===== src/dwfz_pkg.sv =====
// ----------------------------------------------------------------------------
// dwfz_pkg - shared types for the DHWNC to fractal-Z-3D address generator
// Register indexes, clamped configuration bundle and the job record passed
// from the walker to the offset pipeline.
// ----------------------------------------------------------------------------
package dwfz_pkg;

  // field widths
  localparam int unsigned CfgW   = 13;  // size registers
  localparam int unsigned LaneW  = 6;   // lane register and lane counter
  localparam int unsigned EbW    = 4;   // element size register
  localparam int unsigned IdxW   = 13;  // d, h, w, group, n and c indexes
  localparam int unsigned CIdxW  = 14;  // padded C index (padding may pass 8191)
  localparam int unsigned OffW   = 40;  // byte offsets and element counter
  localparam int unsigned QDepth = 4;   // walker to pipeline queue depth
  localparam int unsigned QPtrW  = 2;

  // largest legal value of the lane and element size registers
  localparam logic [LaneW-1:0] LaneMax = 6'd32;
  localparam logic [EbW-1:0]   EbMax   = 4'd8;

  // configuration register indexes
  typedef enum logic [2:0] {
    REG_DEPTH_D       = 3'd0,
    REG_HEIGHT_H      = 3'd1,
    REG_WIDTH_W       = 3'd2,
    REG_COUNT_N       = 3'd3,
    REG_COUNT_C       = 3'd4,
    REG_LANE_C0       = 3'd5,
    REG_ELEMENT_BYTES = 3'd6
  } cfg_reg_e;

  // configuration after saturation
  typedef struct packed {
    logic [CfgW-1:0]  dd;
    logic [CfgW-1:0]  hh;
    logic [CfgW-1:0]  ww;
    logic [CfgW-1:0]  nn;
    logic [CfgW-1:0]  cc;
    logic [LaneW-1:0] c0;
    logic [EbW-1:0]   eb;
  } cfg_t;

  // one destination element to resolve
  typedef struct packed {
    logic [IdxW-1:0] d;
    logic [IdxW-1:0] h;
    logic [IdxW-1:0] w;
    logic [IdxW-1:0] nidx;
    logic [IdxW-1:0] cidx;
    logic [OffW-1:0] dst;
    logic            pad;
    logic            last;
  } job_t;

endpackage


===== src/dwfz_queue.sv =====
// ----------------------------------------------------------------------------
// dwfz_queue - short job queue
// Decouples the walker from the offset pipeline; full stalls the input side.
// ----------------------------------------------------------------------------
module dwfz_queue (
  input  logic           clk_i,
  input  logic           rst_ni,
  input  logic           push_i,
  input  dwfz_pkg::job_t job_i,
  input  logic           pop_i,
  output logic           valid_o,
  output logic           full_o,
  output dwfz_pkg::job_t job_o
);

  dwfz_pkg::job_t              slot_q [dwfz_pkg::QDepth];
  logic [dwfz_pkg::QPtrW-1:0]  wptr_q, rptr_q;
  logic [dwfz_pkg::QPtrW:0]    cnt_q;

  assign valid_o = (cnt_q != '0);
  assign full_o  = (cnt_q == (dwfz_pkg::QPtrW + 1)'(dwfz_pkg::QDepth));
  assign job_o   = slot_q[rptr_q];

  // storage
  always_ff @(posedge clk_i) begin
    if (push_i) begin
      slot_q[wptr_q] <= job_i;
    end
  end

  // pointers and fill count
  always_ff @(posedge clk_i or negedge rst_ni) begin
    if (!rst_ni) begin
      wptr_q <= '0;
      rptr_q <= '0;
      cnt_q  <= '0;
    end else begin
      if (push_i) begin
        wptr_q <= wptr_q + 1'b1;
      end
      if (pop_i) begin
        rptr_q <= rptr_q + 1'b1;
      end
      if (push_i && !pop_i) begin
        cnt_q <= cnt_q + 1'b1;
      end else if (pop_i && !push_i) begin
        cnt_q <= cnt_q - 1'b1;
      end
    end
  end

endmodule


===== config.mk =====
export PLATFORM = sky130hd
export DESIGN_NAME = dwfz_queue
export DESIGN_NICKNAME = d
export VERILOG_FILES = /design/src/dwfz_pkg.sv /design/src/dwfz_queue.sv
export SDC_FILE = /design/constraint.sdc
export NUM_CORES = 1
export LEC_CHECK = 0
export BUFFER_PORTS_ARGS = -buffer_cell sky130_fd_sc_hd__buf_4
export CAP_MARGIN = 20
export CELL_PAD_IN_SITES_DETAIL_PLACEMENT = 1
export CELL_PAD_IN_SITES_GLOBAL_PLACEMENT = 1
export CORE_MARGIN = 5
export CORE_UTILIZATION = 50
export CTS_BUF_LIST = sky130_fd_sc_hd__clkbuf_4 sky130_fd_sc_hd__clkbuf_8 sky130_fd_sc_hd__clkbuf_16
export CTS_CLUSTER_DIAMETER = 80
export DETAILED_ROUTE_END_ITERATION = 7
export GPL_TIMING_DRIVEN = 0
export HOLD_SLACK_MARGIN = 0.06
export PLACE_DENSITY_LB_ADDON = 0.15
export SETUP_SLACK_MARGIN = 0.2
export SYNTH_ARGS = -nofsm -noshare
export SYNTH_HDL_FRONTEND = slang
export SYNTH_SLANG_ARGS = --single-unit

===== constraint.sdc =====
create_clock -name clk_i -period 4.2 [get_ports clk_i]
set_input_delay 0.84 -clock clk_i [delete_from_list [all_inputs] [get_ports clk_i]]
set_output_delay 0.84 -clock clk_i [all_outputs]
set_load 0.02 [all_outputs]

# --- After elaboration in Yosys (flattened, before gate mapping) ---
# Memories as Yosys holds them, arrays and structs flattened.
# Index checks and enable logic that the tools add are counted.
op_classes:
  n_eq_ne: 1
  n_reduce_logical: 6
  n_addsub: 4
  mux: 4
ops:
  columns: ["operator", "count"]
  rows:
  - ["3-bit 2-to-1 mux", 2]
  - ["2-bit by 1-bit adder with 2-bit output, second input constant", 2]
  - ["3-bit by 1-bit adder with 3-bit output, second input constant", 1]
  - ["3-bit equality test, second input constant", 1]
  - ["3-bit nonzero test", 1]
  - ["3-bit by 1-bit subtractor with 3-bit output, second input constant", 1]
  - ["1-bit logical AND", 2]
  - ["1-bit zero test", 2]
  - ["1-bit 2-to-1 mux", 2]
  - ["2-bit nonzero test", 1]
word_totals:
  register_bits: 7
  output_inout_bits: 109
  mem_count: 1
  mem_bits_rw: 428
  input_bits: 111
  elab_cells: 19
memory_table:
  columns: ["memory", "depth", "word_bits", "rd", "rd_clocked_by_memory_dff", "write_ports", "line", "text"]
  rows:
  - ["slot_q", 4, 107, 1, 0, 1, "dwfz_queue.sv:16", "dwfz_pkg::job_t slot_q [dwfz_pkg::QDepth];"]

# --- Longest topological paths before layout ---
depth:
  word_depth: 4
  mapped_depth: 7
  depth_no_buf: 7

# --- Least setup slack after synthesis ---
# No wires, ideal clock.
synth_path:
  path_type: "input port to flip-flop"
  startpoint: "input push_i"
  endpoint: "memory slot_q[1][0] in the netlist's numbering (enable)"
  setup_time_ns: 0.478
  path_buffers: 0
  required_ns: 3.722
  arrival_ns: 3.305
  path_stages: 1
  setup_slack_ns: 0.417
  cell_sequence: "and2_1"
synth_via:
  elab_chain_cells: 2
synth_lines:
  columns: ["element", "line", "text"]
  rows:
  - ["start: declaration", "dwfz_queue.sv:8", "input logic push_i,"]
  - ["1-bit 2-to-1 mux", "dwfz_queue.sv:26", "if (push_i) begin"]
  - ["1-bit 2-to-1 mux (not written as such)", "dwfz_queue.sv:27", "slot_q[wptr_q] <= job_i;"]
  - ["end: declaration", "dwfz_queue.sv:16", null]
# No other way between the ends.

==> parameters.txt <==
Parameter                              Value

Outcome
  Run status    finished, final reports clean

Placement
  Final RePlAce weighted congestion    0.718
  Placed Instances    1,220
  Port buffer count    219
  Minimum setup slack after placement    1.48 ns
  DPL Wire Length    20,300 µm

STA
  Crit share post-route    75.8%
  Max frequency    314 MHz
  Final min period    3.19 ns
  Clock Skew    0.0119 ns
  Slew at the pin closest to its max-slew limit    0.876 ns
  Setup repair after global routing missed its margin    no
  Final-report hold violation count    0
  Number of slew-limit violations in the final report    0
  Setup ws final    1.01 ns
  Slew margin rel.    41.6%
  Setup violators final    0
  Setup TNS Final    0 ns

Yosys
  Area of the mapped netlist    15,800 µm²
  Top cell type by total area after synthesis    sky130_fd_sc_hd__edfxtp_1
  Area share of the leading cell type in the synthesized netlist    81.4%
  Count of warnings emitted by yosys    0
  Avg Cell Area, Syn    26.6 µm²
  Post-synth net total    710
  Gate count of the mapped netlist    593
  Top cells by area in the synthesized netlist    sky130_fd_sc_hd__edfxtp_1 81%, sky130_fd_sc_hd__mux4_2 15%, sky130_fd_sc_hd__dfrtp_1 1.1%
  Yosys cell types    20
  Flops & latches, synth    435
  Post-synthesis sequential area ratio    82.5%

Worst setup path
  Endpoint class of the critical path    output port
  Critical path buffers and inverters    3
  Count of cell instances traversed by the critical path    4
  Reg-to-reg slack, setup    2.06 ns
  R2r endpoint    slot_q[2][71]
  Worst-case reg-to-reg path depth    4
  Crit path largest cell delay    0.63 ns
  Required time at the worst-slack endpoint    3.36 ns
  CP arrival    2.35 ns
  Critical path class    flop to output port
  Cells traversed along the worst timing path    buf_2 > clkbuf_1 > mux4_2 > buf_4
  Maximum fanout count along the critical path    10
  Critical path's top delay family    buffers and inverters
  Launching point of the worst reg2reg path    wptr_q[0]
  Startpoint type of the worst setup path    flop
  Cell with the largest stage delay on the worst path    sky130_fd_sc_hd__clkbuf_1

Floorplan
  Total core area    31,400 µm²
  Die extent in y    188 µm
  Initial core utilization    50.3%
  Die Width    188 µm
  Total die area    35,200 µm²
  Row cnt    65
  I/O pin cnt    220

Clock tree
  Number of hold buffers added after CTS    0
  CTS tree    done
  Post-CTS clock slew at the launch and capture registers of the worst setup and hold paths    0.06 ns
  Number of clock buffers inserted by TritonCTS    44
  Root Buffer Master    sky130_fd_sc_hd__clkbuf_16
  Number of gates resized after cts    0
  Clock latency on the worst-skew pair    0.53 ns
  Number of clock sinks    435
  Buffer levels on the longest clock path    3
  H-tree lvl count    2
  Post CTS Setup Buffer Count    0

Power and ir drop
  Fraction of power spent switching nets    30.6%
  Seq pwr share    40.3%
  Maximum vdd drop    0.000414 V
  Part of the total power dissipated in combinational logic    33.6%
  Psw    4440 µW
  Leakage power of the design    0.00672 µW
  Pwr dens    745 nW/µm²
  Power, Total    14,500 µW
  Clock power frac    26.1%
  Internal cell power    10,100 µW

GRT
  Via count of the first global-routing pass    7,995
  Pin count of the biggest net entering global routing    56
  Global-route wire length before repair    49,000 µm
  Antenna violations before repair    3
  Sum of overflow across all layers after global routing    0
  Total routing resource utilization after global routing    18.2%

Routing
  Via count    7,083
  Initial DRC count    345
  Number of design rule violations left after detail routing    0
  DRT antenna net count    0
  Average wire per cell in the routed design    24.5 µm
  Final WL    31,900 µm
  Drt via density    5.44
  Drt first pass iters    5

Layout
  Final-stage net count    981
  Area Growth Syn to Fin    23.6%
  Register cell area after layout    13,000 µm²
  Area used by multi-input combinational logic    2620 µm²
  Number of cells in the finished layout apart from fillers    1,303
  Fill cell count    2,556
  Layout cell share with drive strength beyond 1    46.7%
  Most frequent cells in the layout    428 x sky130_fd_sc_hd__edfxtp_1, 220 x sky130_fd_sc_hd__buf_4, 107 x sky130_fd_sc_hd__mux4_2
  Commonest non-fill, non-tap cell in the layout    sky130_fd_sc_hd__edfxtp_1

Hold path
  HP Class    input port to asynchronous set/reset pin

Run
  Max-capacitance violation count    0
metal layers:
layer	up-vias	wire (µm)	global-route usage, %
li1	3117	-	-
met2	219	16600	31.2
met1	3696	12600	23.3
met5	-	34	0
met4	4	526	4.32
met3	47	2170	5.31
power by group through the flow:
stage | logic (µW) | clock network (µW) | registers, µW
5_1_grt | 5220 | 4120 | 5920
3_3_place_gp | 4810 | 0 | 6060
4_1_cts | 5030 | 3890 | 5880
3_5_place_dp | 5010 | 0 | 5960
2_1_floorplan | 3000 | 0 | 5960
6_report | 4890 | 3790 | 5870
sequential cells by signal, indices dropped and copies added, names as in the netlist:
name / count
cnt_q: 3
rptr_q: 2
slot_q: 428
wptr_q: 2
cells in the mapped netlist (all sizes together):
| library cell | number |
|---|---|
| fa | 1 |
| inv | 4 |
| o21ai | 1 |
| ha | 5 |
| nor2 | 1 |
| nand2 | 2 |
| or3 | 1 |
| buf | 17 |
| mux2 | 1 |
| edfxtp | 428 |
| and2 | 4 |
| clkbuf | 7 |
| xor2 | 4 |
| mux4 | 107 |
| nor3b | 1 |
| xnor2 | 2 |
| dfrtp | 7 |
worst max-delay path by stage:
stage                                to       from
after global placement    slot_q[3][73]     push_i
after CTS                     job_o[75]  rptr_q[1]
after detailed placement      job_o[65]  rptr_q[1]
final                         job_o[25]  rptr_q[1]
after global routing          job_o[65]  rptr_q[1]
after floorplan            slot_q[1][0]     push_i
through the flow:
stage	hold slack [ns]	area (µm²)	utilization, %
final	0.117	19500	62.2
after CTS	0.0928	19500	62.2
after global routing	0.0944	19500	62.2
after global placement	0.469	17900	57.1
after floorplan	0.449	15800	-
after detailed placement	0.486	18100	57.6
logic make-up after synthesis:
logic type / after synthesis / synth area share, %
buffers and inverters: 28 / 0.959
flip-flops: 435 / 82.5
AO/OA/AOI/OAI: 1 / 0.0317
adder cells (fa/ha/maj): 6 / 0.523
AND/OR/NAND/NOR: 9 / 0.317
multiplexers: 108 / 15.3
XOR/XNOR: 6 / 0.333
layout make-up:
| cell class | count | area share (%) |
|---|---|---|
| diodes | 1 | 0.0128 |
| plain buffers | 24 | 0.699 |
| clock buffers | 52 | 6.04 |
| clock inverters | 30 | 1.23 |
| inverters | 4 | 0.0769 |
| multi-input cells | 130 | 13.4 |
| flip-flops and latches | 435 | 66.7 |
| well taps | 402 | 2.58 |
| repair buffers | 225 | 9.19 |
Note: power is estimated with default switching activity, not from simulation.
