$ cat src/dwfz_pkg.sv
// ----------------------------------------------------------------------------
// dwfz_pkg - shared types for the DHWNC to fractal-Z-3D address generator
// Register indexes, clamped configuration bundle and the job record passed
// from the walker to the offset pipeline.
// ----------------------------------------------------------------------------
package dwfz_pkg;

  // field widths
  localparam int unsigned CfgW   = 13;  // size registers
  localparam int unsigned LaneW  = 6;   // lane register and lane counter
  localparam int unsigned EbW    = 4;   // element size register
  localparam int unsigned IdxW   = 13;  // d, h, w, group, n and c indexes
  localparam int unsigned CIdxW  = 14;  // padded C index (padding may pass 8191)
  localparam int unsigned OffW   = 40;  // byte offsets and element counter
  localparam int unsigned QDepth = 4;   // walker to pipeline queue depth
  localparam int unsigned QPtrW  = 2;

  // largest legal value of the lane and element size registers
  localparam logic [LaneW-1:0] LaneMax = 6'd32;
  localparam logic [EbW-1:0]   EbMax   = 4'd8;

  // configuration register indexes
  typedef enum logic [2:0] {
    REG_DEPTH_D       = 3'd0,
    REG_HEIGHT_H      = 3'd1,
    REG_WIDTH_W       = 3'd2,
    REG_COUNT_N       = 3'd3,
    REG_COUNT_C       = 3'd4,
    REG_LANE_C0       = 3'd5,
    REG_ELEMENT_BYTES = 3'd6
  } cfg_reg_e;

  // configuration after saturation
  typedef struct packed {
    logic [CfgW-1:0]  dd;
    logic [CfgW-1:0]  hh;
    logic [CfgW-1:0]  ww;
    logic [CfgW-1:0]  nn;
    logic [CfgW-1:0]  cc;
    logic [LaneW-1:0] c0;
    logic [EbW-1:0]   eb;
  } cfg_t;

  // one destination element to resolve
  typedef struct packed {
    logic [IdxW-1:0] d;
    logic [IdxW-1:0] h;
    logic [IdxW-1:0] w;
    logic [IdxW-1:0] nidx;
    logic [IdxW-1:0] cidx;
    logic [OffW-1:0] dst;
    logic            pad;
    logic            last;
  } job_t;

endpackage

$ cat src/dwfz_back.sv
// ----------------------------------------------------------------------------
// dwfz_back - offset pipeline
// Five stages turn a job's indexes into destination and source byte offsets.
// Each stage moves when the next one is free or moving; the last stage is
// the output register.
// ----------------------------------------------------------------------------
module dwfz_back (
  input  logic                      clk_i,
  input  logic                      rst_ni,
  input  dwfz_pkg::cfg_t            cfg_i,
  input  logic                      job_valid_i,
  input  dwfz_pkg::job_t            job_i,
  output logic                      pop_o,
  output logic                      out_valid_o,
  input  logic                      out_stall_i,
  output logic [dwfz_pkg::OffW-1:0] dst_byte_o,
  output logic [dwfz_pkg::OffW-1:0] src_offset_o,
  output logic                      pad_o,
  output logic                      last_o
);

  localparam int unsigned OffW = dwfz_pkg::OffW;

  logic v1_q, v2_q, v3_q, v4_q, v5_q;
  logic adv1, adv2, adv3, adv4, adv5;

  logic [26:0]     a1_q, p1_q, p2_q, p3_q;
  logic [25:0]     nc1_q, nc2_q;
  logic [12:0]     w1_q;
  logic [OffW-1:0] dst1_q, dst2_q, dst3_q, dst4_q;
  logic            pad1_q, pad2_q, pad3_q, pad4_q;
  logic            last1_q, last2_q, last3_q, last4_q;
  logic [OffW-1:0] b2_q, sum4_q;
  logic [45:0]     plo3_q;
  logic [19:0]     phi3_q;
  logic [OffW-1:0] dst5_q, src5_q;
  logic            pad5_q, last5_q;

  logic [25:0]     dh_mul, nc_mul, nc_c;
  logic [26:0]     a_sum, p_sum;
  logic [43:0]     dst_mul, src_mul;
  logic [39:0]     aw_mul, phi_mul;
  logic [45:0]     plo_mul;

  // stage advance chain from the output back
  assign adv5  = !v5_q || !out_stall_i;
  assign adv4  = !v4_q || adv5;
  assign adv3  = !v3_q || adv4;
  assign adv2  = !v2_q || adv3;
  assign adv1  = !v1_q || adv2;
  assign pop_o = job_valid_i && adv1;

  // stage arithmetic
  assign dh_mul  = job_i.d * cfg_i.hh;
  assign a_sum   = 27'(dh_mul) + 27'(job_i.h);
  assign nc_c    = job_i.nidx * cfg_i.cc;
  assign p_sum   = 27'(nc_c) + 27'(job_i.cidx);
  assign nc_mul  = cfg_i.nn * cfg_i.cc;
  assign dst_mul = job_i.dst * cfg_i.eb;
  assign aw_mul  = a1_q * cfg_i.ww;
  assign plo_mul = b2_q[19:0] * nc2_q;
  assign phi_mul = b2_q[39:20] * nc2_q[19:0];
  assign src_mul = sum4_q * cfg_i.eb;

  // valid bits
  always_ff @(posedge clk_i or negedge rst_ni) begin
    if (!rst_ni) begin
      v1_q <= 1'b0;
      v2_q <= 1'b0;
      v3_q <= 1'b0;
      v4_q <= 1'b0;
      v5_q <= 1'b0;
    end else begin
      if (adv1) v1_q <= job_valid_i;
      if (adv2) v2_q <= v1_q;
      if (adv3) v3_q <= v2_q;
      if (adv4) v4_q <= v3_q;
      if (adv5) v5_q <= v4_q;
    end
  end

  // payload
  always_ff @(posedge clk_i) begin
    // stage 1: d*H+h, nidx*C+cidx, N*C, destination bytes
    if (adv1) begin
      a1_q    <= a_sum;
      p1_q    <= p_sum;
      nc1_q   <= nc_mul;
      w1_q    <= job_i.w;
      dst1_q  <= dst_mul[OffW-1:0];
      pad1_q  <= job_i.pad;
      last1_q <= job_i.last;
    end
    // stage 2: spatial index (d*H+h)*W+w
    if (adv2) begin
      b2_q    <= aw_mul + OffW'(w1_q);
      p2_q    <= p1_q;
      nc2_q   <= nc1_q;
      dst2_q  <= dst1_q;
      pad2_q  <= pad1_q;
      last2_q <= last1_q;
    end
    // stage 3: partial products of spatial index times N*C
    if (adv3) begin
      plo3_q  <= plo_mul;
      phi3_q  <= phi_mul[19:0];
      p3_q    <= p2_q;
      dst3_q  <= dst2_q;
      pad3_q  <= pad2_q;
      last3_q <= last2_q;
    end
    // stage 4: source element index modulo 2^40
    if (adv4) begin
      sum4_q  <= plo3_q[OffW-1:0] + {phi3_q, 20'd0} + OffW'(p3_q);
      dst4_q  <= dst3_q;
      pad4_q  <= pad3_q;
      last4_q <= last3_q;
    end
    // stage 5: output register, source bytes
    if (adv5) begin
      dst5_q  <= dst4_q;
      src5_q  <= pad4_q ? '0 : src_mul[OffW-1:0];
      pad5_q  <= pad4_q;
      last5_q <= last4_q;
    end
  end

  assign out_valid_o  = v5_q;
  assign dst_byte_o   = dst5_q;
  assign src_offset_o = src5_q;
  assign pad_o        = pad5_q;
  assign last_o       = last5_q;

endmodule
$ cat config.mk
export PLATFORM = sky130hd
export DESIGN_NAME = dwfz_back
export DESIGN_NICKNAME = d
export VERILOG_FILES = /design/src/dwfz_pkg.sv /design/src/dwfz_back.sv
export SDC_FILE = /design/constraint.sdc
export NUM_CORES = 2
export LEC_CHECK = 0
export BUFFER_PORTS_ARGS = -buffer_cell sky130_fd_sc_hd__buf_2
export CAP_MARGIN = 20
export CORE_MARGIN = 2
export CORE_UTILIZATION = 55
export DETAILED_ROUTE_END_ITERATION = 6
export GPL_ROUTABILITY_DRIVEN = 0
export PLACE_DENSITY = 0.72
export SLEW_MARGIN = 20
export SYNTH_ARGS = -nofsm -noshare
export SYNTH_HDL_FRONTEND = slang
export SYNTH_SLANG_ARGS = --single-unit
$ cat constraint.sdc
create_clock -name clk_i -period 18.9 [get_ports clk_i]
set_input_delay 0.945 -clock clk_i [delete_from_list [all_inputs] [get_ports clk_i]]
set_output_delay 0.945 -clock clk_i [all_outputs]
set_load 0.02 [all_outputs]
### Word level (Yosys, flattened, before mapping)

Cells that the tools add are included.

| storage, ports and cells | value |
|---|---|
| flip-flop bits (word level) | 568 |
| input bits | 186 |
| output and inout port bits | 84 |
| logic and storage cells | 57 |

| operators by class | value |
|---|---|
| add/sub/neg operators | 5 |
| multiply operators | 8 |
| reductions and logical operators | 12 |

Operators with widths:

| operator | number |
|---|---|
| $mul A40 B4 Y40 | 2 |
| $mul A13 B13 Y26 | 3 |
| $add A26 B13 Y27 | 2 |
| $add A40 B13 Y40 | 1 |
| $add A40 B27 Y40 | 1 |
| $add A40 B40 Y40 | 1 |
| $mul A20 B26 Y40 | 1 |
| $mul A27 B13 Y40 | 1 |
| $mul A20 B20 Y20 | 1 |
| $logic_not A1 Y1 | 6 |
| $logic_or A1 B1 Y1 | 5 |
| $logic_and A1 B1 Y1 | 1 |

### Logic depth before layout (Yosys ltp)

| logic depth | value |
|---|---|
| depth after elaboration | 7 |
| gate-level depth with buffers | 29 |
| depth with buffers taken out | 27 |

### Least setup slack after synthesis

OpenSTA, ideal clock, no wires.

| timing path | value |
|---|---|
| path kind | input -> output |
| from | in out_stall_i |
| to | out pop_o |
| arrival time | 6.527 ns |
| required time | 17.955 ns |
| path slack | 11.428 ns |
| stages | 3 |
| path buffers | 0 |
| path through | and3_1 > nand4_1 > and2_1 |

| between the ends | value |
|---|---|
| longest elaborated chain between the ends | 7 |

Ends and longest elaborated chain:

| element | line | text |
|---|---|---|
| start, declared | dwfz_back.sv:15 | `input logic out_stall_i,` |
| $logic_not A1 Y1 | dwfz_back.sv:46 | `assign adv5 = !v5_q \|\| !out_stall_i;` |
| $logic_or A1 B1 Y1 | dwfz_back.sv:46 |  |
| $logic_or A1 B1 Y1 | dwfz_back.sv:47 | `assign adv4 = !v4_q \|\| adv5;` |
| $logic_or A1 B1 Y1 | dwfz_back.sv:48 | `assign adv3 = !v3_q \|\| adv4;` |
| $logic_or A1 B1 Y1 | dwfz_back.sv:49 | `assign adv2 = !v2_q \|\| adv3;` |
| $logic_or A1 B1 Y1 | dwfz_back.sv:50 | `assign adv1 = !v1_q \|\| adv2;` |
| $logic_and A1 B1 Y1 | dwfz_back.sv:51 | `assign pop_o = job_valid_i && adv1;` |
| end, declared | dwfz_back.sv:13 | `output logic pop_o,` |

Every way passes these cells.

### Final worst setup path

| timing path | value |
|---|---|
| from | reg b2_q[3] |
| to | reg plo3_q[38] (data pin) |

| between the ends | value |
|---|---|
| longest elaborated chain between the ends | 1 |

Ends and longest elaborated chain:

| element | line | text |
|---|---|---|
| start, declared | dwfz_back.sv:33 | `logic [OffW-1:0] b2_q, sum4_q;` |
| start signal, assigned | dwfz_back.sv:96 | `b2_q <= aw_mul + OffW'(w1_q);` |
| $mul A20 B26 Y40 | dwfz_back.sv:61 | `assign plo_mul = b2_q[19:0] * nc2_q;` |
| via plo_mul[38] | dwfz_back.sv:43 | `logic [45:0] plo_mul;` |
| end signal, assigned | dwfz_back.sv:105 | `plo3_q <= plo_mul;` |
| end, declared | dwfz_back.sv:34 | `logic [45:0] plo3_q;` |

The timed path passes the listed nets, and every way through them passes these cells.
A chain may end at the register's enable or synchronous reset.

==> impl_metrics.ini <==
[cts]
cts_setup_buffers = 0
cts_buffer_depth = 3
cts_tree = built
cts.sinks = 568
htreeDepth = 2
cts-root-buf = clkbuf_16
cts_inserted_buffers = 59
cts-resized-gates = 0
clkTransAtPathRegs_ps = 60
insertion_delay_ps = 700
hold_buffers = 0

[critical_path]
crit_path_end = plo3_q[38]$_DFFE_PP_
critPathRequiredTime_ps = 19280
worst-path-stages = 25
cp_num_buf_inv = 6
r2r_start = b2_q[3]$_DFFE_PP_
path_class = reg2reg
cp_common_cell = fa_1
critPathCaptureType = flop
crit_family = adder cells
crit_path_start_kind = flop
cp-startpoint = b2_q[3]$_DFFE_PP_
cp.arrival_ps = 8400
reg2reg_to = plo3_q[38]$_DFFE_PP_
max_stage_delay_ps = 990
r2r_cells = 25
cp_slowest_cell = edfxtp_1
critical_path_peak_fanout = 26
reg2reg_slack_ps = 10880

[flow_run]
max-cap-violations = 0

[routing]
routed_wl_um = 173000
detail_route.wl_per_cell_um = 17.8
post-route-drc-count = 0
met3_length_um = 12200
highest_layer = met5
drt_pass1_iterations = 5
final_antenna_net_count = 0
vias = 52800
via_per_inst = 5.42
wl_met2_um = 83300
drt_iter0_markers = 3195
wl_met1_um = 71400

[die]
initial_utilization_pct = 55.4
design.portCount = 270
rows = 138
chipHeight_um = 381
die_w_um = 381
die_area_mm2 = 0.145
core_mm2 = 0.141

[timing]
fmax_mhz = 125
slew-limit-headroom_pct = 20.4
final_hold_viol_count = 0
rsz0062_at_grt = false
fin_crit_sh_pct = 42.4
setup_tns_ps = 0
final_max_slew_viol_count = 0
finalWorstPathRequiredPeriod_ps = 8020
finClkSkew_ps = 60.6
worstMarginPinSlew_ps = 1190
setup_viol = 0

[layout]
area_delta_synth_final_pct = 6.28
layout.nets = 10100
layout-drive-gt1-share_pct = 5.43

[synthesis]
synthDistinctLibCells = 77
syn_inst = 7745
synth_edf_count = 563
synth_top_cell_area_share_pct = 35.1
async_reset_ff_share_pct = 0.880
ys_seq_area_share_pct = 21.8
yosys.area.top_type = fa_1
dominantRegCellSynth = edfxtp_1
synth_area_mm2 = 0.0783
ys_ff_latch = 568
avgSynthCellArea_um2 = 10.1
ys_top_cells_by_count = inv_1 (1464), fa_1 (1373), nand2_1 (1251)
synthTopCellsByArea = fa_1 (35%), edfxtp_1 (22%), ha_1 (11%), inv_1 (7.0%), nand2_1 (6.0%)
synth_fp_nets = 10000
synth_most_common_cell = inv_1
yosysWarnings = 0

[global_routing]
grtUsageTotal_pct = 24.7
grt.overflow.total = 0
antenna_found_initial = 2
grt_pass1_vias = 57600
grt_start_max_net_pins = 81
grt_pass1_wl_um = 290000

[hold_path]
min_path_type = in2async

[run_status]
status = complete, no violations

[placed_design]
dp_hpwl_um = 132000
io_buffers = 250
[worst reg2reg max path: cells and delay by family (launching register included)]
family / cells / cell delay (ps)
AOI/OAI and AO/OA: 6 / 1720
xor gates and xnor gates: 1 / 110
adders and majority gates: 8 / 3770
buffers and inverters: 6 / 310
DFF: 1 / 990
and+or+nand+nor: 4 / 820
[metrics by stage]
step	setup WS, ps	utilization, %	std cells	hold slack [ps]	instance area [um^2]
6_report	10880	58.8	9743	78.5	83200
5_1_grt	10530	58.8	9742	57.8	83200
4_1_cts	10980	58.8	9739	50.6	83200
3_5_place_dp	11040	57.4	9631	405	81200
3_3_place_gp	11200	57.4	9631	400	81200
2_1_floorplan	11430	-	7745	400	78300
[cell usage in the layout, fill, tap and decap left out, types with 39 or more instances in the layout]
| cell | instances |
|---|---|
| nand2b_1 | 40 |
| clkbuf_16 | 59 |
| nor2_1 | 160 |
| nand3_1 | 44 |
| nand2_1 | 1249 |
| xnor2_1 | 235 |
| and2_1 | 741 |
| a21o_1 | 108 |
| a21oi_1 | 203 |
| o21bai_1 | 39 |
| inv_1 | 1463 |
| o21ai_0 | 101 |
| buf_4 | 51 |
| fa_1 | 1373 |
| buf_2 | 250 |
| xor2_1 | 77 |
| o21a_1 | 41 |
| ha_1 | 717 |
| edfxtp_1 | 563 |
[worst min-delay path by stage]
stage,startpoint,to,slack (ps),cells past startpoint
CTS,rst_ni,v2_q$_DFFE_PN0P_,50,1
global route,rst_ni,out_valid_o$_DFFE_PN0P_,60,1
global placement,dst3_q[1]$_DFFE_PP_,dst4_q[1]$_DFFE_PP_,400,0
floorplan,dst1_q[0]$_DFFE_PN_,dst2_q[0]$_DFFE_PP_,400,0
finish,rst_ni,v2_q$_DFFE_PN0P_,80,1
detailed placement,dst1_q[10]$_DFFE_PN_,dst2_q[10]$_DFFE_PP_,400,0
[flip-flops by register name, indices dropped and copies added (netlist names), 20 cells and up]
name,flops
dst1_q,40
b2_q,40
dst2_q,40
plo3_q,40
dst4_q,40
nc1_q,26
nc2_q,26
p1_q,27
dst3_q,40
dst_byte_o,40
src_offset_o,40
p3_q,27
a1_q,27
sum4_q,40
phi3_q,20
p2_q,27
[routing by layer]
metal  track usage [%]  vias up
li1                  -    24000
met2              42.0     1815
met4              8.48        2
met1              32.2    26700
met3              3.88      344
met5                 0        -
[cells by family after synthesis]
| family | count (synthesis) | synth area share [%] |
|---|---|---|
| adder cells (fa/ha/maj) | 2090 | 46.6 |
| buffers and inverters | 1769 | 8.48 |
| AND/OR/NAND/NOR | 2365 | 14.3 |
| flip-flops | 568 | 21.8 |
| XOR/XNOR | 312 | 3.49 |
| AO/OA/AOI/OAI | 641 | 5.39 |
[cell type report]
type                            instances  area [um^2]
Clock buffer                           71         1520
Tap cell                             1890         2360
Fill cell                           11800        58200
Timing Repair Buffer                  303         1660
Antenna cell                            2         5.00
Inverter                             1464         5500
Clock inverter                         37          479
Multi-Input combinational cell       5408        54600
Sequential cell                       568        17000
Power is not shown: default switching activity piles up to over one toggle a cycle in this logic, so the estimate is an artifact.
