--- src/dwfz_pkg.sv ---
// ----------------------------------------------------------------------------
// dwfz_pkg - shared types for the DHWNC to fractal-Z-3D address generator
// Register indexes, clamped configuration bundle and the job record passed
// from the walker to the offset pipeline.
// ----------------------------------------------------------------------------
package dwfz_pkg;

  // field widths
  localparam int unsigned CfgW   = 13;  // size registers
  localparam int unsigned LaneW  = 6;   // lane register and lane counter
  localparam int unsigned EbW    = 4;   // element size register
  localparam int unsigned IdxW   = 13;  // d, h, w, group, n and c indexes
  localparam int unsigned CIdxW  = 14;  // padded C index (padding may pass 8191)
  localparam int unsigned OffW   = 40;  // byte offsets and element counter
  localparam int unsigned QDepth = 4;   // walker to pipeline queue depth
  localparam int unsigned QPtrW  = 2;

  // largest legal value of the lane and element size registers
  localparam logic [LaneW-1:0] LaneMax = 6'd32;
  localparam logic [EbW-1:0]   EbMax   = 4'd8;

  // configuration register indexes
  typedef enum logic [2:0] {
    REG_DEPTH_D       = 3'd0,
    REG_HEIGHT_H      = 3'd1,
    REG_WIDTH_W       = 3'd2,
    REG_COUNT_N       = 3'd3,
    REG_COUNT_C       = 3'd4,
    REG_LANE_C0       = 3'd5,
    REG_ELEMENT_BYTES = 3'd6
  } cfg_reg_e;

  // configuration after saturation
  typedef struct packed {
    logic [CfgW-1:0]  dd;
    logic [CfgW-1:0]  hh;
    logic [CfgW-1:0]  ww;
    logic [CfgW-1:0]  nn;
    logic [CfgW-1:0]  cc;
    logic [LaneW-1:0] c0;
    logic [EbW-1:0]   eb;
  } cfg_t;

  // one destination element to resolve
  typedef struct packed {
    logic [IdxW-1:0] d;
    logic [IdxW-1:0] h;
    logic [IdxW-1:0] w;
    logic [IdxW-1:0] nidx;
    logic [IdxW-1:0] cidx;
    logic [OffW-1:0] dst;
    logic            pad;
    logic            last;
  } job_t;

endpackage

--- src/dwfz_front.sv ---
// ----------------------------------------------------------------------------
// dwfz_front - destination walker
// Holds the nested element counters, classifies each beat (restart, empty,
// no pass, padding, last) and pushes one job per emitted element.
// ----------------------------------------------------------------------------
module dwfz_front #(
  parameter int unsigned NI_SIZE = 16
) (
  input  logic                          clk_i,
  input  logic                          rst_ni,
  input  dwfz_pkg::cfg_t                cfg_i,
  input  logic                          take_i,     // beat accepted
  input  logic                          restart_i,
  output logic                          push_o,
  output dwfz_pkg::job_t                job_o
);

  localparam int unsigned SubW = (NI_SIZE > 1) ? $clog2(NI_SIZE) : 1;
  localparam logic [SubW-1:0] SubLast = SubW'(NI_SIZE - 1);
  localparam logic [dwfz_pkg::CIdxW-1:0] CStep = dwfz_pkg::CIdxW'(NI_SIZE);

  logic [dwfz_pkg::IdxW-1:0]  d_q, d_d, h_q, h_d, w_q, w_d, g_q, g_d;
  logic [dwfz_pkg::CIdxW-1:0] cb_q, cb_d;   // padded C index rounded down to NI
  logic [SubW-1:0]            cs_q, cs_d;   // padded C index within NI block
  logic [dwfz_pkg::LaneW-1:0] lane_q, lane_d;
  logic [dwfz_pkg::OffW-1:0]  dst_q, dst_d;
  logic                       done_q, done_d;

  logic [dwfz_pkg::IdxW-1:0]  d_c, h_c, w_c, g_c;
  logic [dwfz_pkg::CIdxW-1:0] cb_c, cidx;
  logic [SubW-1:0]            cs_c;
  logic [dwfz_pkg::LaneW-1:0] lane_c;
  logic [dwfz_pkg::OffW-1:0]  dst_c;
  logic                       done_c;
  logic [18:0]                gbase;
  logic [19:0]                nidx;
  logic                       empty, emit, pad, last;
  logic                       lane_end, c_end, w_end, h_end, g_end, d_end;

  // restart clears the pass before the beat is classified
  always_comb begin
    d_c    = restart_i ? '0 : d_q;
    h_c    = restart_i ? '0 : h_q;
    w_c    = restart_i ? '0 : w_q;
    g_c    = restart_i ? '0 : g_q;
    cb_c   = restart_i ? '0 : cb_q;
    cs_c   = restart_i ? '0 : cs_q;
    lane_c = restart_i ? '0 : lane_q;
    dst_c  = restart_i ? '0 : dst_q;
    done_c = restart_i ? 1'b0 : done_q;
  end

  assign empty = (cfg_i.dd == '0) || (cfg_i.hh == '0) || (cfg_i.ww == '0) ||
                 (cfg_i.nn == '0) || (cfg_i.cc == '0) || (cfg_i.c0 == '0) ||
                 (cfg_i.eb == '0);
  assign emit  = !empty && !done_c;

  // element classification
  assign gbase = g_c * cfg_i.c0;
  assign nidx  = 20'(gbase) + 20'(lane_c);
  assign cidx  = cb_c + dwfz_pkg::CIdxW'(cs_c);
  assign pad   = (nidx >= 20'(cfg_i.nn)) || (cidx >= dwfz_pkg::CIdxW'(cfg_i.cc));

  // end of each loop level: index + 1 reaches its bound
  assign lane_end = (7'(lane_c) + 7'd1) >= 7'(cfg_i.c0);
  assign c_end    = (15'(cb_c) >= 15'(cfg_i.cc)) ||
                    ((cs_c == SubLast) && ((15'(cb_c) + 15'(CStep)) >= 15'(cfg_i.cc)));
  assign w_end    = (14'(w_c) + 14'd1) >= 14'(cfg_i.ww);
  assign h_end    = (14'(h_c) + 14'd1) >= 14'(cfg_i.hh);
  assign g_end    = (20'(gbase) + 20'(cfg_i.c0)) >= 20'(cfg_i.nn);
  assign d_end    = (14'(d_c) + 14'd1) >= 14'(cfg_i.dd);
  assign last     = lane_end && c_end && w_end && h_end && g_end && d_end;

  // next counter state
  always_comb begin
    d_d = d_c; h_d = h_c; w_d = w_c; g_d = g_c;
    cb_d = cb_c; cs_d = cs_c; lane_d = lane_c; dst_d = dst_c;
    done_d = done_c;
    if (empty) begin
      done_d = 1'b1;
    end else if (emit && last) begin
      done_d = 1'b1;
    end else if (emit) begin
      dst_d = dst_c + 1'b1;
      if (!lane_end) begin
        lane_d = lane_c + 1'b1;
      end else begin
        lane_d = '0;
        if (!c_end) begin
          if (cs_c == SubLast) begin
            cs_d = '0;
            cb_d = cb_c + CStep;
          end else begin
            cs_d = cs_c + 1'b1;
          end
        end else begin
          cs_d = '0;
          cb_d = '0;
          if (!w_end) begin
            w_d = w_c + 1'b1;
          end else begin
            w_d = '0;
            if (!h_end) begin
              h_d = h_c + 1'b1;
            end else begin
              h_d = '0;
              if (!g_end) begin
                g_d = g_c + 1'b1;
              end else begin
                g_d = '0;
                d_d = d_end ? '0 : d_c + 1'b1;
              end
            end
          end
        end
      end
    end
  end

  // counter registers
  always_ff @(posedge clk_i or negedge rst_ni) begin
    if (!rst_ni) begin
      d_q    <= '0;
      h_q    <= '0;
      w_q    <= '0;
      g_q    <= '0;
      cb_q   <= '0;
      cs_q   <= '0;
      lane_q <= '0;
      dst_q  <= '0;
      done_q <= 1'b1;
    end else if (take_i) begin
      d_q    <= d_d;
      h_q    <= h_d;
      w_q    <= w_d;
      g_q    <= g_d;
      cb_q   <= cb_d;
      cs_q   <= cs_d;
      lane_q <= lane_d;
      dst_q  <= dst_d;
      done_q <= done_d;
    end
  end

  // job record; n and c indexes only matter when not padding
  assign push_o      = take_i && emit;
  assign job_o.d     = d_c;
  assign job_o.h     = h_c;
  assign job_o.w     = w_c;
  assign job_o.nidx  = nidx[dwfz_pkg::IdxW-1:0];
  assign job_o.cidx  = cidx[dwfz_pkg::IdxW-1:0];
  assign job_o.dst   = dst_c;
  assign job_o.pad   = pad;
  assign job_o.last  = last;

endmodule

--- config.mk ---
export PLATFORM = sky130hd
export DESIGN_NAME = dwfz_front
export DESIGN_NICKNAME = d
export VERILOG_FILES = /design/src/dwfz_pkg.sv /design/src/dwfz_front.sv
export SDC_FILE = /design/constraint.sdc
export NUM_CORES = 1
export LEC_CHECK = 0
export BUFFER_PORTS_ARGS = -buffer_cell sky130_fd_sc_hd__buf_2
export CAP_MARGIN = 20
export CORE_UTILIZATION = 30
export CTS_CLUSTER_DIAMETER = 30
export DETAILED_ROUTE_END_ITERATION = 8
export GPL_ROUTABILITY_DRIVEN = 0
export PLACE_DENSITY_LB_ADDON = 0.05
export SLEW_MARGIN = 10
export SYNTH_ARGS = -nofsm -noshare
export SYNTH_HDL_FRONTEND = slang
export SYNTH_SLANG_ARGS = --single-unit
--- constraint.sdc ---
create_clock -name clk_i -period 14.45 [get_ports clk_i]
set_clock_uncertainty 0.15 [all_clocks]
set_input_delay 2.1675 -clock clk_i [delete_from_list [all_inputs] [get_ports clk_i]]
set_output_delay 2.1675 -clock clk_i [all_outputs]
set_load 0.005 [all_outputs]
Word level (Yosys, flattened, before mapping)
Index checks and enable logic that the tools add are counted.

Add/sub/neg operators: 16. Multiply operators: 1. Magnitude comparators: 9. Equal/unequal tests: 1. Muxes and demuxes: 60. Reduce and logical (&&, ||, !) cells: 26.

Operators by type and width (number): 2-to-1 mux 13 bit (34); 2-to-1 mux 40 bit (4); 2-to-1 mux 14 bit (7); >= comparator 14 x 13 -> 1 bit (5); logical NOT 13 bit (5); adder 13 x 1 -> 13 bit (second input constant) (4); adder 13 x 1 -> 14 bit (second input constant) (3); adder 19 x 6 -> 20 bit (2); adder 40 x 1 -> 40 bit (second input constant) (1); >= comparator 20 x 13 -> 1 bit (2); 2-to-1 mux 6 bit (5); 2-to-1 mux 4 bit (7); multiplier 13 x 6 -> 19 bit (1); adder 14 x 5 -> 15 bit (second input constant) (1); >= comparator 15 x 13 -> 1 bit (1); adder 14 x 4 -> 14 bit (1); adder 14 x 5 -> 14 bit (second input constant) (1); logical AND 1 bit (9); logical OR 1 bit (8); adder 6 x 1 -> 7 bit (second input constant) (1); >= comparator 7 x 6 -> 1 bit (1); adder 6 x 1 -> 6 bit (second input constant) (1); logical NOT 6 bit (1); adder 4 x 1 -> 4 bit (second input constant) (1); other kinds (4) (7).

Bits in registers: 117. Bits of input ports: 79.

Longest topological paths before layout
Word-level depth: 13. Mapped depth: 35. Mapped depth without buffers: 28.

Worst setup path before layout
No wires, ideal clock.

Path kind: in2out. Start point: input port restart_i. End point: output port job_o[1] in the netlist's numbering. Data arrival time: 9.510 ns. Data required time: 12.132 ns. Path slack: 2.622 ns. Cell stages on the path: 31. Cells stage by stage: clkbuf_1 clkbuf_1 buf_2 clkbuf_1 clkbuf_1 buf_2 clkbuf_1 buf_1 nor3_1 fa_1 fa_1 inv_1 fa_1 inv_1 ha_1 a21o_1 a31oi_2 a21boi_1 and4bb_2 and2_1 nor2b_1 xor2_1 ha_1 a21oi_1 nor2b_1 a2111oi_0 o21ai_0 a211oi_1 nand3_1 or3_1 buf_4.

RTL lines: from (decl) (line dwfz_front.sv:13) `input logic restart_i,`; to (decl) (line dwfz_front.sv:15) `output dwfz_pkg::job_t job_o`.

==> results.md <==
| Item | Value | Unit |
| --- | --- | --- |
| Crit path to | job_o[0] | - |
| Syn avg cell area | 8.16 | um^2 |
| Number of CTS-inserted buffers | 17 | - |
| Vias after detailed routing | 12778 | - |
| Leakage power figure | 8.06 | nW |
| Vias per cell | 5.13 | - |
| I/O pin cnt | 187 | - |
| Clock Path Buffers | 2 | - |
| Number of antenna violations at the first check in global routing | 0 | - |
| Outcome | finished, final reports clean | - |
| Number of placement rows | 78 | - |
| FF-to-FF setup slack | 6340 | ps |
| Warnings, synthesis | 0 | - |
| Width of the die | 218 | um |
| Count of endpoints failing setup in the final report | 0 | - |
| Layout cells sized above 1 | 14.4 | % |
| Largest vdd supply drop | 57.0 | uV |
| Number of max-capacitance violations reported | 0 | - |
| Detail-routed net length per standard cell | 19.0 | um |
| Post-Synthesis Cell Area | 14100 | um^2 |
| Max frequency | 87.4 | MHz |
| Number of routed nets with antenna violations | 0 | - |
| Clock sink count | 117 | - |
| Initial detailed-routing violation count | 639 | - |
| Relative max-transition margin | 32.3 | % |
| Clock slew at reported path FFs | 50 | ps |
| Clock tree from TritonCTS | yes | - |
| Crit path from | restart_i | - |
| H-tree depth | 4 | - |
| Final Hold Vio Count | 0 | - |
| Worst min-delay path class | flop to flop | - |
| Die height | 218 | um |
| Total gr overflow | 0 | - |
| Crit path max-delay cell type | sky130_fd_sc_hd__o21ai_4 | - |
| Largest net degree at the start of global routing | 101 | - |
| Critical Path Fanout Max | 100 | - |
| Port-buffer cells | 186 | - |
| Sort of element at the end of the critical path | primary output | - |
| Number of search-and-repair iterations in the first detailed-routing pass | 6 | - |
| FF-to-FF Start | g_q[2] | - |
| Synthesized netlist cell count | 1724 | - |
| Unrepaired setup endpoints after global routing | false | - |
| Buffers inserted during post-CTS setup optimization | 0 | - |
| Root Buffer Master | sky130_fd_sc_hd__clkbuf_16 | - |
| Flop and latch count out of synthesis | 117 | - |
| Sum of negative setup slack | 0 | ps |
| Count of final max-slew check failures | 0 | - |
| Die Outline Area | 47700 | um^2 |
| Commonest register cell after synthesis | sky130_fd_sc_hd__dfrtp_1 | - |
| Routed Wire Length | 47400 | um |
| # nets final | 2161 | - |
| Starting utilization of the core area | 30.7 | % |
| DRC errors left | 0 | - |
| Critical path data required time | 12130 | ps |
| Proportion of synthesized flip-flops having asynchronous set or reset | 100 | % |
| Crit path largest cell delay | 640 | ps |
| Number of buffers added to fix hold violations after cts | 0 | - |
| Number of flops mapped to enable cells by yosys | 0 | - |
| Number of nets in the synthesized netlist | 2007 | - |
| Synthesis-to-layout area growth | 14.9 | % |
| Final min period | 11440 | ps |
| Post-detailed-placement cell area | 15600 | um^2 |
| P per Cell Area | 56.4 | nW/um^2 |
| Critical path type | primary input to primary output | - |
| Final core utilization | 35.3 | % |
| Number of instances resized during post-cts repair | 0 | - |
| Area of the core region | 45800 | um^2 |
| R2R depth | 26 | - |
| Count of buffer and inverter cells on the critical path | 5 | - |
| Most frequent CP cell | sky130_fd_sc_hd__fa_1 | - |
| Crit start category | primary input | - |
| Worst EP arrival | 9120 | ps |
| Post-route cell area | 16200 | um^2 |
| First-pass GRT wire length | 73700 | um |
| Clock insertion delay at the later pin of the skew report | 420 | ps |
| CP top delay family | adder cells | - |
| Share of the clock period used by the worst path | 79.2 | % |
| Detail Placement HPWL | 37200 | um |
| Reg2reg end | cb_q[7] | - |
| Diode count | 0 | - |
| Number of cells on the critical path | 25 | - |
| Worst-Margin Slew | 1010 | ps |
| Part of the Yosys area used for sequential elements | 20.8 | % |
| Number of global-route vias before repair | 12854 | - |
| Unique cell type count in the Yosys netlist | 92 | - |
| Tot GR Track Use | 19.8 | % |
[cell families after synthesis]
kind of cell	Yosys count	synth area share (%)
multiplexers	10	0.774
AO/OA/AOI/OAI	347	17.3
adder cells (fa/ha/maj)	204	20.7
flip-flops	117	20.8
AND/OR/NAND/NOR	692	26.2
XOR/XNOR	124	7.78
buffers and inverters	230	6.37
[stage by stage]
step / cells / setup WS (ps) / hold slack [ps] / total power, W
2_1_floorplan: 1724 / 2620 / 292 / 0.000443
3_3_place_gp: 2458 / 3060 / 311 / 0.000510
3_5_place_dp: 2459 / 2990 / 314 / 0.000511
4_1_cts: 2491 / 2980 / 326 / 0.000923
5_1_grt: 2491 / 2530 / 354 / 0.000955
6_report: 2491 / 3010 / 323 / 0.000912
[worst min-delay path, cell delays in order, from the launching register on]
cell and delay [ps]:
sky130_fd_sc_hd__dfrtp_1 330, sky130_fd_sc_hd__nand2_1 40, sky130_fd_sc_hd__o21ai_0 60
[cell usage after synthesis, types with 7 or more instances]
cell type	number	share of area [%]
sky130_fd_sc_hd__dfrtp_1	116	21
sky130_fd_sc_hd__and4_1	7	0.44
sky130_fd_sc_hd__xnor2_1	68	4.2
sky130_fd_sc_hd__nand2b_1	17	0.76
sky130_fd_sc_hd__inv_1	157	4.2
sky130_fd_sc_hd__a31oi_1	19	0.85
sky130_fd_sc_hd__a21o_1	41	2.2
sky130_fd_sc_hd__a211oi_1	9	0.48
sky130_fd_sc_hd__nand2_1	163	4.4
sky130_fd_sc_hd__a32o_1	14	1.0
sky130_fd_sc_hd__nor2_1	97	2.6
sky130_fd_sc_hd__and2_1	70	3.1
sky130_fd_sc_hd__ha_1	156	14
sky130_fd_sc_hd__and3_1	34	1.5
sky130_fd_sc_hd__o2bb2ai_1	8	0.50
sky130_fd_sc_hd__o22ai_1	8	0.36
sky130_fd_sc_hd__a22o_1	14	0.87
sky130_fd_sc_hd__xor2_1	55	3.4
sky130_fd_sc_hd__nor2b_1	120	5.3
sky130_fd_sc_hd__o211ai_1	7	0.37
sky130_fd_sc_hd__o31ai_1	7	0.37
sky130_fd_sc_hd__clkbuf_1	55	1.5
sky130_fd_sc_hd__nor3_1	18	0.64
sky130_fd_sc_hd__fa_1	48	6.8
sky130_fd_sc_hd__o21ai_0	68	2.4
sky130_fd_sc_hd__o21a_1	15	0.80
sky130_fd_sc_hd__nand4_1	39	1.7
sky130_fd_sc_hd__nand3_1	65	2.3
sky130_fd_sc_hd__a21oi_1	68	2.4
sky130_fd_sc_hd__or4_1	7	0.37
sky130_fd_sc_hd__nor4_1	20	0.89
[cell type report]
type                       instances  area (um^2)
fill                            4833        29600
timing repair buffer             205         1080
sequential                       117         2930
clock inverter                     9         77.6
clock buffer                      23          478
inverter                         160          603
tap                              600          751
multi-input combinational       1377        10200
[power breakdown]
part           internal [W]  switching, W
Clock              0.000248      0.000160
Sequential         0.000336    0.00000903
Combinational     0.0000558      0.000103
[placed cells by master (no fill, tap or decap), types with 19 or more instances in the layout]
master	synthesis	routed
sky130_fd_sc_hd__nor2b_1	120	120
sky130_fd_sc_hd__a21oi_1	68	68
sky130_fd_sc_hd__a21o_1	41	41
sky130_fd_sc_hd__ha_1	156	156
sky130_fd_sc_hd__and2_1	70	70
sky130_fd_sc_hd__buf_4	2	19
sky130_fd_sc_hd__xor2_1	55	55
sky130_fd_sc_hd__inv_1	157	157
sky130_fd_sc_hd__dfrtp_1	116	116
sky130_fd_sc_hd__and3_1	34	34
sky130_fd_sc_hd__nand4_1	39	39
sky130_fd_sc_hd__fa_1	48	48
sky130_fd_sc_hd__a31oi_1	19	19
sky130_fd_sc_hd__nor4_1	20	20
sky130_fd_sc_hd__o21ai_0	68	68
sky130_fd_sc_hd__nor2_1	97	97
sky130_fd_sc_hd__buf_2	6	185
sky130_fd_sc_hd__xnor2_1	68	68
sky130_fd_sc_hd__nand3_1	65	65
sky130_fd_sc_hd__nand2_1	163	162
[routing by layer]
layer / GRT usage (%) / wire length, um
met2: 33.1 / 22300
met5: 0 / 0
met3: 2.49 / 1530
met1: 26.8 / 22700
met4: 4.64 / 761
[sequential cells by signal, indices dropped and copies added, names as in the netlist]
| signal | cells |
|---|---|
| w_q | 13 |
| h_q | 13 |
| dst_q | 40 |
| lane_q | 6 |
| g_q | 13 |
| done_q | 1 |
| cs_q | 4 |
| cb_q | 14 |
| d_q | 13 |
[worst min path at each step]
| stage | from | end | slack (ps) | depth (start not counted) |
|---|---|---|---|---|
| floorplan | g_q[4] | g_q[4] | 290 | 2 |
| detailed placement | g_q[4] | g_q[4] | 310 | 2 |
| finish | g_q[4] | g_q[4] | 320 | 2 |
| CTS | g_q[4] | g_q[4] | 330 | 2 |
| global placement | g_q[4] | g_q[4] | 310 | 2 |
| global route | d_q[4] | d_q[4] | 350 | 1 |
(Power assumes the default switching activity.)
